$ cat config.mk
export PLATFORM = sky130hd
export DESIGN_NAME = interval_occupancy_peak_tracker_core
export DESIGN_NICKNAME = d
export VERILOG_FILES = /design/src/iopt_pkg.sv /design/src/iopt_dp.sv /design/src/iopt_ctrl.sv /design/src/interval_occupancy_peak_tracker_core.sv
export VERILOG_INCLUDE_DIRS = /design/src /design/src/src
export SDC_FILE = /design/constraint.sdc
export NUM_CORES = 2
export LEC_CHECK = 0
export BUFFER_PORTS_ARGS = -buffer_cell sky130_fd_sc_hd__buf_2
export CELL_PAD_IN_SITES_DETAIL_PLACEMENT = 1
export CELL_PAD_IN_SITES_GLOBAL_PLACEMENT = 2
export CORE_MARGIN = 4
export CORE_UTILIZATION = 40
export DETAILED_ROUTE_END_ITERATION = 8
export GPL_TIMING_DRIVEN = 0
export PLACE_DENSITY_LB_ADDON = 0.08
export SETUP_SLACK_MARGIN = 0.1
export SYNTH_ARGS = -nofsm -noshare
export SYNTH_HDL_FRONTEND = slang
export SYNTH_SLANG_ARGS = --single-unit
$ cat constraint.sdc
create_clock -name clk -period 8.7 [get_ports clk]
set_clock_uncertainty 0.05 [all_clocks]
set_input_delay 0 -clock clk [delete_from_list [all_inputs] [get_ports clk]]
set_output_delay 0 -clock clk [all_outputs]
set_load 0.005 [all_outputs]
$ cat src/interval_occupancy_peak_tracker_core_assert.svh
// Assertion macros shared by the RTL modules.
// Each macro compiles away when SYNTHESIS is defined.
`ifndef INTERVAL_OCCUPANCY_PEAK_TRACKER_CORE_ASSERT_SVH
`define INTERVAL_OCCUPANCY_PEAK_TRACKER_CORE_ASSERT_SVH

`ifndef SYNTHESIS

// Check an expression at every clock edge outside reset.
`define IOPT_ASSERT(lbl, clk, rstn, expr) \
    lbl: assert property (@(posedge clk) disable iff (!rstn) (expr)) \
        else $error("iopt assertion failed");

// Check that the antecedent in one cycle implies the consequent in the next.
`define IOPT_ASSERT_NEXT(lbl, clk, rstn, ante, cons) \
    lbl: assert property (@(posedge clk) disable iff (!rstn) (ante) |=> (cons)) \
        else $error("iopt assertion failed");

`else

`define IOPT_ASSERT(lbl, clk, rstn, expr)
`define IOPT_ASSERT_NEXT(lbl, clk, rstn, ante, cons)

`endif

`endif

$ cat src/iopt_pkg.sv
package iopt_pkg;

    localparam int CAPACITY_DEF = 64;
    localparam int TIME_W       = 30;
    localparam int COUNT_W      = 7;

    // stream widths, fields packed from bit 0 and padded to whole bytes
    localparam int S_TDATA_W = ((2 * TIME_W + 7) / 8) * 8;
    localparam int M_TDATA_W = ((2 * COUNT_W + 1 + 7) / 8) * 8;
    localparam int IN_PAD_W  = S_TDATA_W - 2 * TIME_W;
    localparam int OUT_PAD_W = M_TDATA_W - 2 * COUNT_W - 1;

    typedef struct packed {
        logic load;     // capture a new item and restart the scan
        logic scan;     // walk the held departures, compacting the survivors
        logic commit;   // insert the departure and load the result
    } cmd_t;

    typedef struct packed {
        logic scan_done;
    } status_t;

endpackage

$ cat src/iopt_dp.sv
module iopt_dp #(
    parameter int CAPACITY = iopt_pkg::CAPACITY_DEF
) (
    input  logic                          clk,
    input  logic                          rst_n,
    input  iopt_pkg::cmd_t                cmd,
    output iopt_pkg::status_t             status,
    input  logic [iopt_pkg::TIME_W-1:0]   arrival_time,
    input  logic [iopt_pkg::TIME_W-1:0]   departure_time,
    output logic [iopt_pkg::COUNT_W-1:0]  occupied_count,
    output logic [iopt_pkg::COUNT_W-1:0]  peak_count,
    output logic                          overflow
);
    import iopt_pkg::*;

`include "interval_occupancy_peak_tracker_core_assert.svh"

    localparam int CNT_W  = $clog2(CAPACITY + 1);
    localparam int ADDR_W = $clog2(CAPACITY);

    logic [TIME_W-1:0] mem [CAPACITY];

    logic [TIME_W-1:0]  arrival_reg;
    logic [TIME_W-1:0]  departure_reg;
    logic [TIME_W-1:0]  rd_data_reg;
    logic [CNT_W-1:0]   live_reg;
    logic [CNT_W-1:0]   peak_reg;
    logic [CNT_W-1:0]   rd_idx_reg;
    logic [CNT_W-1:0]   keep_reg;
    logic               pend_reg;
    logic [COUNT_W-1:0] occ_out_reg;
    logic [COUNT_W-1:0] peak_out_reg;
    logic               ovf_out_reg;

    logic              rd_en;
    logic              keep_hit;
    logic              full;
    logic              wr_en;
    logic [TIME_W-1:0] wr_data;
    logic [CNT_W-1:0]  live_next;
    logic [CNT_W-1:0]  peak_next;

    // keep_reg trails rd_idx_reg, so a compaction write never lands on
    // an entry still to be read
    assign rd_en    = cmd.scan && (rd_idx_reg != live_reg);
    assign keep_hit = cmd.scan && pend_reg && (rd_data_reg >= arrival_reg);
    assign full     = (keep_reg == CNT_W'(CAPACITY));
    assign wr_en    = keep_hit || (cmd.commit && !full);
    assign wr_data  = cmd.commit ? departure_reg : rd_data_reg;

    always_comb
    begin
        live_next = full ? keep_reg : keep_reg + 1'b1;
        peak_next = (live_next > peak_reg) ? live_next : peak_reg;
    end

    assign status.scan_done = !pend_reg && (rd_idx_reg == live_reg);

    always_ff @(posedge clk)
    begin
        if (wr_en)
        begin
            mem[keep_reg[ADDR_W-1:0]] <= wr_data;
        end
        if (rd_en)
        begin
            rd_data_reg <= mem[rd_idx_reg[ADDR_W-1:0]];
        end
    end

    always_ff @(posedge clk or negedge rst_n)
    begin
        if (!rst_n)
        begin
            live_reg   <= '0;
            peak_reg   <= '0;
            rd_idx_reg <= '0;
            keep_reg   <= '0;
            pend_reg   <= 1'b0;
        end
        else if (cmd.load)
        begin
            rd_idx_reg <= '0;
            keep_reg   <= '0;
            pend_reg   <= 1'b0;
        end
        else if (cmd.scan)
        begin
            pend_reg <= rd_en;
            if (rd_en)
            begin
                rd_idx_reg <= rd_idx_reg + 1'b1;
            end
            if (keep_hit)
            begin
                keep_reg <= keep_reg + 1'b1;
            end
        end
        else if (cmd.commit)
        begin
            live_reg <= live_next;
            peak_reg <= peak_next;
        end
    end

    always_ff @(posedge clk)
    begin
        if (cmd.load)
        begin
            arrival_reg   <= arrival_time;
            departure_reg <= departure_time;
        end
        if (cmd.commit)
        begin
            occ_out_reg  <= COUNT_W'(live_next);
            peak_out_reg <= COUNT_W'(peak_next);
            ovf_out_reg  <= full;
        end
    end

    assign occupied_count = occ_out_reg;
    assign peak_count     = peak_out_reg;
    assign overflow       = ovf_out_reg;

    `IOPT_ASSERT(a_live_bound, clk, rst_n, live_reg <= CNT_W'(CAPACITY))
    `IOPT_ASSERT(a_keep_trails, clk, rst_n, keep_reg <= rd_idx_reg)
    `IOPT_ASSERT(a_peak_covers, clk, rst_n, peak_reg >= live_reg)

endmodule

$ cat src/iopt_ctrl.sv
module iopt_ctrl (
    input  logic              clk,
    input  logic              rst_n,
    input  logic              in_valid,
    output logic              in_ready,
    output logic              out_valid,
    input  logic              out_ready,
    output iopt_pkg::cmd_t    cmd,
    input  iopt_pkg::status_t status
);
    import iopt_pkg::*;

`include "interval_occupancy_peak_tracker_core_assert.svh"

    typedef enum logic [1:0] {
        IDLE,
        SCAN,
        COMMIT
    } state_t;

    state_t state_reg;
    logic   out_valid_reg;

    assign in_ready   = (state_reg == IDLE);
    assign cmd.load   = in_valid && in_ready;
    assign cmd.scan   = (state_reg == SCAN);
    // the result register must be free (or being drained) before reloading
    assign cmd.commit = (state_reg == COMMIT) && (!out_valid_reg || out_ready);
    assign out_valid  = out_valid_reg;

    always_ff @(posedge clk or negedge rst_n)
    begin
        if (!rst_n)
        begin
            state_reg     <= IDLE;
            out_valid_reg <= 1'b0;
        end
        else
        begin
            if (cmd.commit)
            begin
                out_valid_reg <= 1'b1;
            end
            else if (out_ready)
            begin
                out_valid_reg <= 1'b0;
            end

            case (state_reg)
                IDLE:
                begin
                    if (cmd.load)
                    begin
                        state_reg <= SCAN;
                    end
                end
                SCAN:
                begin
                    if (status.scan_done)
                    begin
                        state_reg <= COMMIT;
                    end
                end
                COMMIT:
                begin
                    if (cmd.commit)
                    begin
                        state_reg <= IDLE;
                    end
                end
                default:
                begin
                    state_reg <= IDLE;
                end
            endcase
        end
    end

    `IOPT_ASSERT(a_cmd_excl, clk, rst_n, $onehot0({cmd.load, cmd.scan, cmd.commit}))
    `IOPT_ASSERT_NEXT(a_commit_out, clk, rst_n, cmd.commit, out_valid_reg && in_ready)
    `IOPT_ASSERT_NEXT(a_load_busy, clk, rst_n, cmd.load, !in_ready && !cmd.commit)

endmodule

$ cat src/interval_occupancy_peak_tracker_core.sv
// Occupancy tracker for reservations: each input item carries an arrival and
// a departure time. Held departures strictly below the arrival are released,
// then the departure is held. One result item per input item gives the live
// occupancy, the peak occupancy since reset, and an overflow flag when the
// store was full and the item was dropped.
// Channels: s_axis (input items), m_axis (result items), both valid/ready.
// With held departures, the scan streams them through the memory read port
// (one entry per cycle, survivors written back compacted), then makes the
// last compare and finishes; the insert step then inserts the departure and
// loads the result register. The next item is accepted in the cycle after
// the result is loaded, while that result may still wait to be taken.
// Reset clears the counts and the control state; the memory needs no
// clearing, since only entries below the live count are ever read.
// A stalled receiver holds the result; the next item's scan proceeds and
// waits only at the insert step until the result register is free.
module interval_occupancy_peak_tracker_core #(
    parameter int CAPACITY = iopt_pkg::CAPACITY_DEF
) (
    input  logic                            clk,
    input  logic                            rst_n,
    input  logic                            s_axis_tvalid,
    output logic                            s_axis_tready,
    // arrival_time[29:0], departure_time[59:30], zero pad
    input  logic [iopt_pkg::S_TDATA_W-1:0]  s_axis_tdata,
    output logic                            m_axis_tvalid,
    input  logic                            m_axis_tready,
    // occupied_count[6:0], peak_count[13:7], overflow[14], zero pad
    output logic [iopt_pkg::M_TDATA_W-1:0]  m_axis_tdata
);
    import iopt_pkg::*;

    cmd_t               cmd;
    status_t            status;
    logic [COUNT_W-1:0] occupied_count;
    logic [COUNT_W-1:0] peak_count;
    logic               overflow;

    iopt_ctrl u_ctrl (
        .clk       (clk),
        .rst_n     (rst_n),
        .in_valid  (s_axis_tvalid),
        .in_ready  (s_axis_tready),
        .out_valid (m_axis_tvalid),
        .out_ready (m_axis_tready),
        .cmd       (cmd),
        .status    (status)
    );

    iopt_dp #(
        .CAPACITY (CAPACITY)
    ) u_dp (
        .clk            (clk),
        .rst_n          (rst_n),
        .cmd            (cmd),
        .status         (status),
        .arrival_time   (s_axis_tdata[TIME_W-1:0]),
        .departure_time (s_axis_tdata[2*TIME_W-1:TIME_W]),
        .occupied_count (occupied_count),
        .peak_count     (peak_count),
        .overflow       (overflow)
    );

    assign m_axis_tdata = {{OUT_PAD_W{1'b0}}, overflow, peak_count, occupied_count};

endmodule
After elaboration in Yosys (flattened, before gate mapping)
Memory sizes are Yosys's and may differ from the RTL's. A register that Yosys moved wholly into a read port is not among the register bits.
Index checks and enable logic that the tools add are counted.
Widths: inputs -> output; s select.
- mux-type cells: 19
- equal/unequal tests: 8
- $lt $le $gt $ge: 2
- bitwise operators: 2
- reduce and logical (&&, ||, !) cells: 21
- add/sub/neg operators: 2
- operator list (cell ; number):
    $mux 7 ; 8
    $ge 30x30->1 ; 1
    $mux 30 ; 1
    $add 7x1->7 const B ; 2
    $reduce_bool 2->1 ; 4
    $eq 7x7->1 ; 1
    $eq 7x7->1 const B ; 1
    $gt 7x7->1 ; 1
    $logic_and 1x1->1 ; 7
    $ne 7x7->1 ; 1
    $mux 1 ; 6
    $mux 2 ; 3
    $pmux 2 s3 ; 1
    $reduce_and 3->1 ; 2
    $ne 2x2->1 const B ; 2
    $reduce_and 2->1 ; 2
    $logic_not 1->1 ; 3
    $eq 2x1->1 const B ; 1
    $eq 2x2->1 const B ; 1
    $logic_not 2->1 ; 1
    $logic_or 1x1->1 ; 2
    $ne 2x1->1 const B ; 1
    $not 1->1 ; 2
- RAM bits: 1920
- word-level logic and storage cells: 67
- register bits after elaboration: 107
- memories kept: 1
- output and inout port bits: 18
- input bits: 68
- memories (name ; words ; bits a word ; rd ports ; clocked after Yosys merged registers in ; write ports ; RTL line ; text):
    u_dp.mem ; 64 ; 30 ; 1 ; 1 ; 1 ; iopt_dp.sv:21 ; logic [TIME_W-1:0] mem [CAPACITY];

Depth between registers and ports, before layout
- depth after elaboration: 7
- gate-level depth with buffers: 13

Modules after synthesis
A second synthesis with hierarchy kept.
- cell total of the unflattened synthesis: 3311
- area total of the unflattened synthesis: 79551.3 sq um
- by module, submodules not included (module ; times used ; cells an instance ; area an instance (sq um)):
    iopt_dp ; 1 ; 3295 ; 79391.1
    iopt_ctrl ; 1 ; 13 ; 141.4
    interval_occupancy_peak_tracker_core ; 1 ; 3 ; 18.8

Worst setup path after synthesis
OpenSTA, ideal clock, no wires.
- path kind: reg2reg
- from: register u_dp.rd_data_reg[27], read port of u_dp.mem
- to: memory u_dp.mem[31][0], enable pin
- path buffers: 2
- setup time: 0.580 ns
- slack: 1.293 ns
- cell stages (with the launch flop): 10
- required time: 8.070 ns
- data arrival time: 6.777 ns
- cell sequence: edfxtp_1 ha_1 nand4_1 nor4_2 a31oi_1 o2111ai_2 o21ai_1 buf_2 clkbuf_1 a2111oi_0
- longest elaborated chain between the ends: 5
- RTL lines (item ; RTL line ; text):
    from (decl) ; iopt_dp.sv:25 ; logic [TIME_W-1:0] rd_data_reg;
    $ge 30x30->1 ; iopt_dp.sv:46 ; assign keep_hit = cmd.scan && pend_reg && (rd_data_reg >= arrival_reg);
    $logic_and 1x1->1 ; iopt_dp.sv:46 ;
    $logic_or 1x1->1 ; iopt_dp.sv:48 ; assign wr_en = keep_hit || (cmd.commit && !full);
    $mux 1 ; iopt_dp.sv:61 ; if (wr_en)
    $mux 1 (not written as such) ; iopt_dp.sv:63 ; mem[keep_reg[ADDR_W-1:0]] <= wr_data;
    to (decl) ; iopt_dp.sv:21 ;
Every way passes these cells.

Worst setup path in the final report
- from: register u_dp.rd_data_reg[12], read port of u_dp.mem
- to: memory u_dp.mem[47][4], enable pin
The elaborated chain is that of the path after synthesis.

==> results.rst <==
.. list-table::
   :header-rows: 1

   * - Metric
     - Value
   * - Die height
     - 454 um
   * - Startpoint kind of the worst setup timing path
     - flip-flop
   * - Prevailing post-synth register cell
     - sky130_fd_sc_hd__edfxtp_1
   * - Post-route fraction of the period consumed by the critical path
     - 74.0%
   * - Drt first-iter violations
     - approximately 4500
   * - Count of vias placed by the detailed router
     - 38868
   * - Number of synthesized flops with an enable pin
     - between 2000 and 2500
   * - CP delay by family, top
     - compound AO/OA/AOI/OAI gates
   * - First-pass GRT wire length
     - between 300000 and 400000 um
   * - Leak pwr
     - about 30 nW
   * - Post-synthesis cell area
     - just under 80000 um^2
   * - Critical Path Fanout Max
     - 10
   * - Final design instance area without fill
     - roughly 95000 um^2
   * - Result of the run
     - finished clean
   * - Hold WC Path Type
     - in -> reg
   * - Total placed instance area
     - about 87000 um^2
   * - Cts repair resizes
     - 0
   * - Switching power
     - 0.0113 W
   * - Synthesis-stage register bit count
     - between 2000 and 2500
   * - Core region area
     - slightly below 200000 um^2
   * - TritonCTS clock tree
     - done
   * - Post-Syn Area per Cell
     - ~24 um^2
   * - Final Max Tran Viols
     - 0
   * - Net count after synthesis
     - 3433
   * - Number of remaining DRC errors
     - 0
   * - Switching share of power
     - between 30 and 40%
   * - Most used cells in the layout excluding fill and tap cells
     - 2025 x sky130_fd_sc_hd__edfxtp_1, 630 x sky130_fd_sc_hd__mux4_2, 217 x sky130_fd_sc_hd__clkbuf_16
   * - Register share of total power
     - 38.7%
   * - Met2 capacity usage during global routing
     - between 30% and 40%
   * - Critical path, cell by cell
     - ha_1 > nand4_1 > nor3_1 > o31a_1 > o21a_1 > o21ai_1 > buf_2 > clkbuf_1 > a2111oi_2 > buf_4 > buf_4 > buf_2 > buf_4
   * - Initial antenna violation count
     - 21
   * - Delay of the slowest cell on the worst path
     - ~1.2 ns
   * - Sequential share of the synthesized area
     - just under 80%
   * - Number of flip-flops under the largest register name
     - between 1500 and 2000
   * - # rows
     - approximately 160
   * - GRT met3 Usage
     - roughly 4.1%
   * - Nature of the critical path endpoint
     - flip-flop
   * - Async set or reset register ratio after synthesis
     - about 1.6%
   * - Htree depth
     - 4
   * - Clock transition at the registers of the reported paths
     - 0.06 ns
   * - Max capacitance violation total
     - 0
   * - Share of cells above drive strength 1
     - about 36%
   * - Number of global-route vias before repair
     - between 40000 and 50000
   * - Clk sinks
     - a little over 2000
   * - Tightest slew margin relative to the limit
     - 9.16%
   * - I/O pin cnt
     - 86
   * - Most common library cell in the layout ignoring fill and taps
     - sky130_fd_sc_hd__edfxtp_1
   * - Total of buffers placed on input and output ports
     - 80
   * - Total internal power
     - between 0.02 and 0.025 W
   * - Global-route layer with the greatest usage
     - met2
   * - Met1 capacity usage during global routing
     - around a third
   * - Nets@finish
     - between 4000 and 5000
   * - Combined global-route utilization of all metal layers
     - 23.5%
   * - TritonRoute pass-1 iters
     - 5
   * - Slowest cell on the critical path
     - sky130_fd_sc_hd__nor3_1
   * - Count of endpoints failing hold in the final timing report
     - 0
   * - Final setup violation count
     - 0
   * - Total wirelength of the detailed-routed design
     - ~240000 um
   * - Max Freq
     - ~160 MHz
   * - Worst vdd rail ir drop
     - 0.222 mV
   * - Transition time at the pin with the least slew margin
     - between 1 and 1.5 ns
   * - Portion of total power attributed to the clock network
     - a little over a quarter
   * - Antenna Nets Post-Route
     - 0
   * - Data arrival time of the worst path
     - just under 7 ns
   * - Power per cell area
     - around 350 nW/um^2
   * - WS Path Type
     - reg -> reg
   * - Area enclosed by the die boundary
     - 206000 um^2
   * - Largest net degree at the start of global routing
     - 65
   * - Worst hold slack after final layout
     - approximately 0.092 ns
   * - Combinational share of power
     - roughly a third
   * - Width of the die
     - between 400 and 500 um
   * - CP most frequent cell
     - sky130_fd_sc_hd__buf_4
   * - CTS Buffer Depth
     - 3
   * - Post-DR vias/cell
     - between 5 and 6
   * - Unique cell type count in the Yosys netlist
     - between 40 and 50
   * - Final weighted congestion of routability-driven global placement
     - just over 0.8
   * - Synth warnings
     - 0
   * - Sum of overflow across all layers after global routing
     - 0
   * - RSZ-0062 raised after global routing
     - false
   * - Initial standard-cell utilization of the core
     - between 40% and 50%
   * - Time the final worst path needs with I/O delays and setup
     - 6.44 ns
   * - DP Wirelength
     - between 150000 and 200000 um
   * - Post-synthesis to final-layout area growth
     - 20.1%
   * - Syn Inst Count
     - ~3300
   * - Number of CTS-inserted buffers
     - ~220
   * - Final Power
     - approximately 0.034 W
   * - Clock network latency to the later pin of the worst-skew pair
     - roughly 0.85 ns
   * - Endpoint required time on the critical path
     - 9.17 ns
   * - Cell at the root of the clock tree
     - sky130_fd_sc_hd__clkbuf_16
   * - Routed length per placed instance
     - 34.7 um
   * - Buffering stage count on the worst path with inverters included
     - 6
[worst reg2reg max path, stage by stage (launching register included)]
cell and delay, ns:
sky130_fd_sc_hd__edfxtp_1 0.47, sky130_fd_sc_hd__ha_1 0.36, sky130_fd_sc_hd__nand4_1 0.39, sky130_fd_sc_hd__nor3_1 1.17, sky130_fd_sc_hd__o31a_1 0.62, sky130_fd_sc_hd__o21a_1 0.35
sky130_fd_sc_hd__o21ai_1 0.15, sky130_fd_sc_hd__buf_2 0.24, sky130_fd_sc_hd__clkbuf_1 0.36, sky130_fd_sc_hd__a2111oi_2 1.02, sky130_fd_sc_hd__buf_4 0.31, sky130_fd_sc_hd__buf_4 0.20
sky130_fd_sc_hd__buf_2 0.22, sky130_fd_sc_hd__buf_4 0.21
[repair_timing]
| item | in CTS | in global routing |
|---|---|---|
| endpoints found under the setup margin | 0 | 0 |
| endpoints found under the hold margin | 170 | 0 |
| setup buffers | 0 | 0 |
| hold buffers | 126 | 0 |
[worst paths after layout]
kind	start	to	slack, ns	cells past startpoint
worst max-delay path	u_dp.rd_data_reg[12]	u_dp.mem[47][4]	2.26	13
worst min-delay path	m_axis_tready	u_ctrl.out_valid	0.09	4
worst max register to register	u_dp.rd_data_reg[12]	u_dp.mem[47][4]	2.26	13
worst min register to register	u_dp.live_reg[6]	u_dp.live_reg[6]	0.46	1
max in group asynchronous	rst_n	u_dp.rd_idx_reg[3]	8.19	4
min in group asynchronous	rst_n	u_dp.peak_reg[3]	0.20	4
[power by group through the flow]
stage                     combinational [W]  sequential [W]  clock, W
after floorplan                     0.00603          0.0133         0
after global placement               0.0106          0.0136         0
after detailed placement             0.0115          0.0132         0
after CTS                            0.0116          0.0130   0.00943
after global routing                 0.0120          0.0130   0.00987
final                                0.0114          0.0130   0.00921
[layer usage]
metal / share of wire [%] / vias up
met2: 50 / 1317
li1: - / 15779
met5: 0.0054 / -
met1: 41 / 21437
met4: 3.0 / 2
met3: 6.2 / 333
[cell type report]
type / instances / area [um^2]
antenna: 7 / 17.5
buffer: 183 / 833
clock buffer: 268 / 5630
clock inverter: 140 / 1430
fill: 17548 / 102000
inverter: 51 / 194
multi-input combinational: 1034 / 17500
sequential: 2057 / 61600
tap: 2640 / 3300
timing repair buffer: 511 / 4900
[cell families (layout without fill, tap and decap cells)]
group	count (synthesis)	after routing	share of synthesized area, %
compound gates	109	109	0.967
xor+xnor	17	17	0.187
fa+ha+maj	40	40	0.630
buf+inv	234	1153	1.28
flops	2057	2057	77.5
mux	657	657	18.2
other cells	1	8	0.00472
simple gates	210	210	1.15
[per-stage QoR]
stage / worst slack, ns / cells / TNS, ns / utilization, %
floorplan: 1.29 / 3325 / 0 / -
global placement: -8.21 / 6045 / -7850.45 / 42.1
detailed placement: 2.21 / 6350 / 0 / 44.1
CTS: 2.19 / 6884 / 0 / 48.3
global route: 2.23 / 6884 / 0 / 48.3
finish: 2.26 / 6891 / 0 / 48.3
[Yosys cell counts (2+ instances only)]
library cell                instances  share of area (%)
sky130_fd_sc_hd__buf_2             36               0.23
sky130_fd_sc_hd__nand4_1           10              0.079
sky130_fd_sc_hd__and2_1             2              0.016
sky130_fd_sc_hd__o31ai_1            2              0.019
sky130_fd_sc_hd__xnor2_1            5              0.055
sky130_fd_sc_hd__inv_2              5              0.024
sky130_fd_sc_hd__inv_1             46               0.22
sky130_fd_sc_hd__and3_1             4              0.031
sky130_fd_sc_hd__mux2_2            17               0.24
sky130_fd_sc_hd__o21ai_0            5              0.031
sky130_fd_sc_hd__mux4_2           630                 18
sky130_fd_sc_hd__nor2_1            19              0.090
sky130_fd_sc_hd__nor3_1             9              0.057
sky130_fd_sc_hd__buf_1             23               0.11
sky130_fd_sc_hd__a211oi_1          15               0.14
sky130_fd_sc_hd__buf_4             17               0.16
sky130_fd_sc_hd__dfrtp_1           32                1.0
sky130_fd_sc_hd__ha_1              40               0.63
sky130_fd_sc_hd__mux2_1             4              0.057
sky130_fd_sc_hd__o211ai_1           5              0.047
sky130_fd_sc_hd__nand2b_1          10              0.079
sky130_fd_sc_hd__nand2_1          134               0.63
sky130_fd_sc_hd__buf_6              4              0.057
sky130_fd_sc_hd__or2_2              2              0.016
sky130_fd_sc_hd__edfxtp_1        2025                 77
sky130_fd_sc_hd__xor2_1            12               0.13
sky130_fd_sc_hd__nor2b_1            4              0.031
sky130_fd_sc_hd__a2111oi_0         34               0.37
sky130_fd_sc_hd__o21a_1             3              0.028
sky130_fd_sc_hd__mux2i_1            6              0.076
sky130_fd_sc_hd__a21oi_1           30               0.19
sky130_fd_sc_hd__o21ai_1            7              0.044
sky130_fd_sc_hd__nand3_1           11              0.069
sky130_fd_sc_hd__clkbuf_1         103               0.49
No activity file was read; power rests on OpenSTA's default activity.
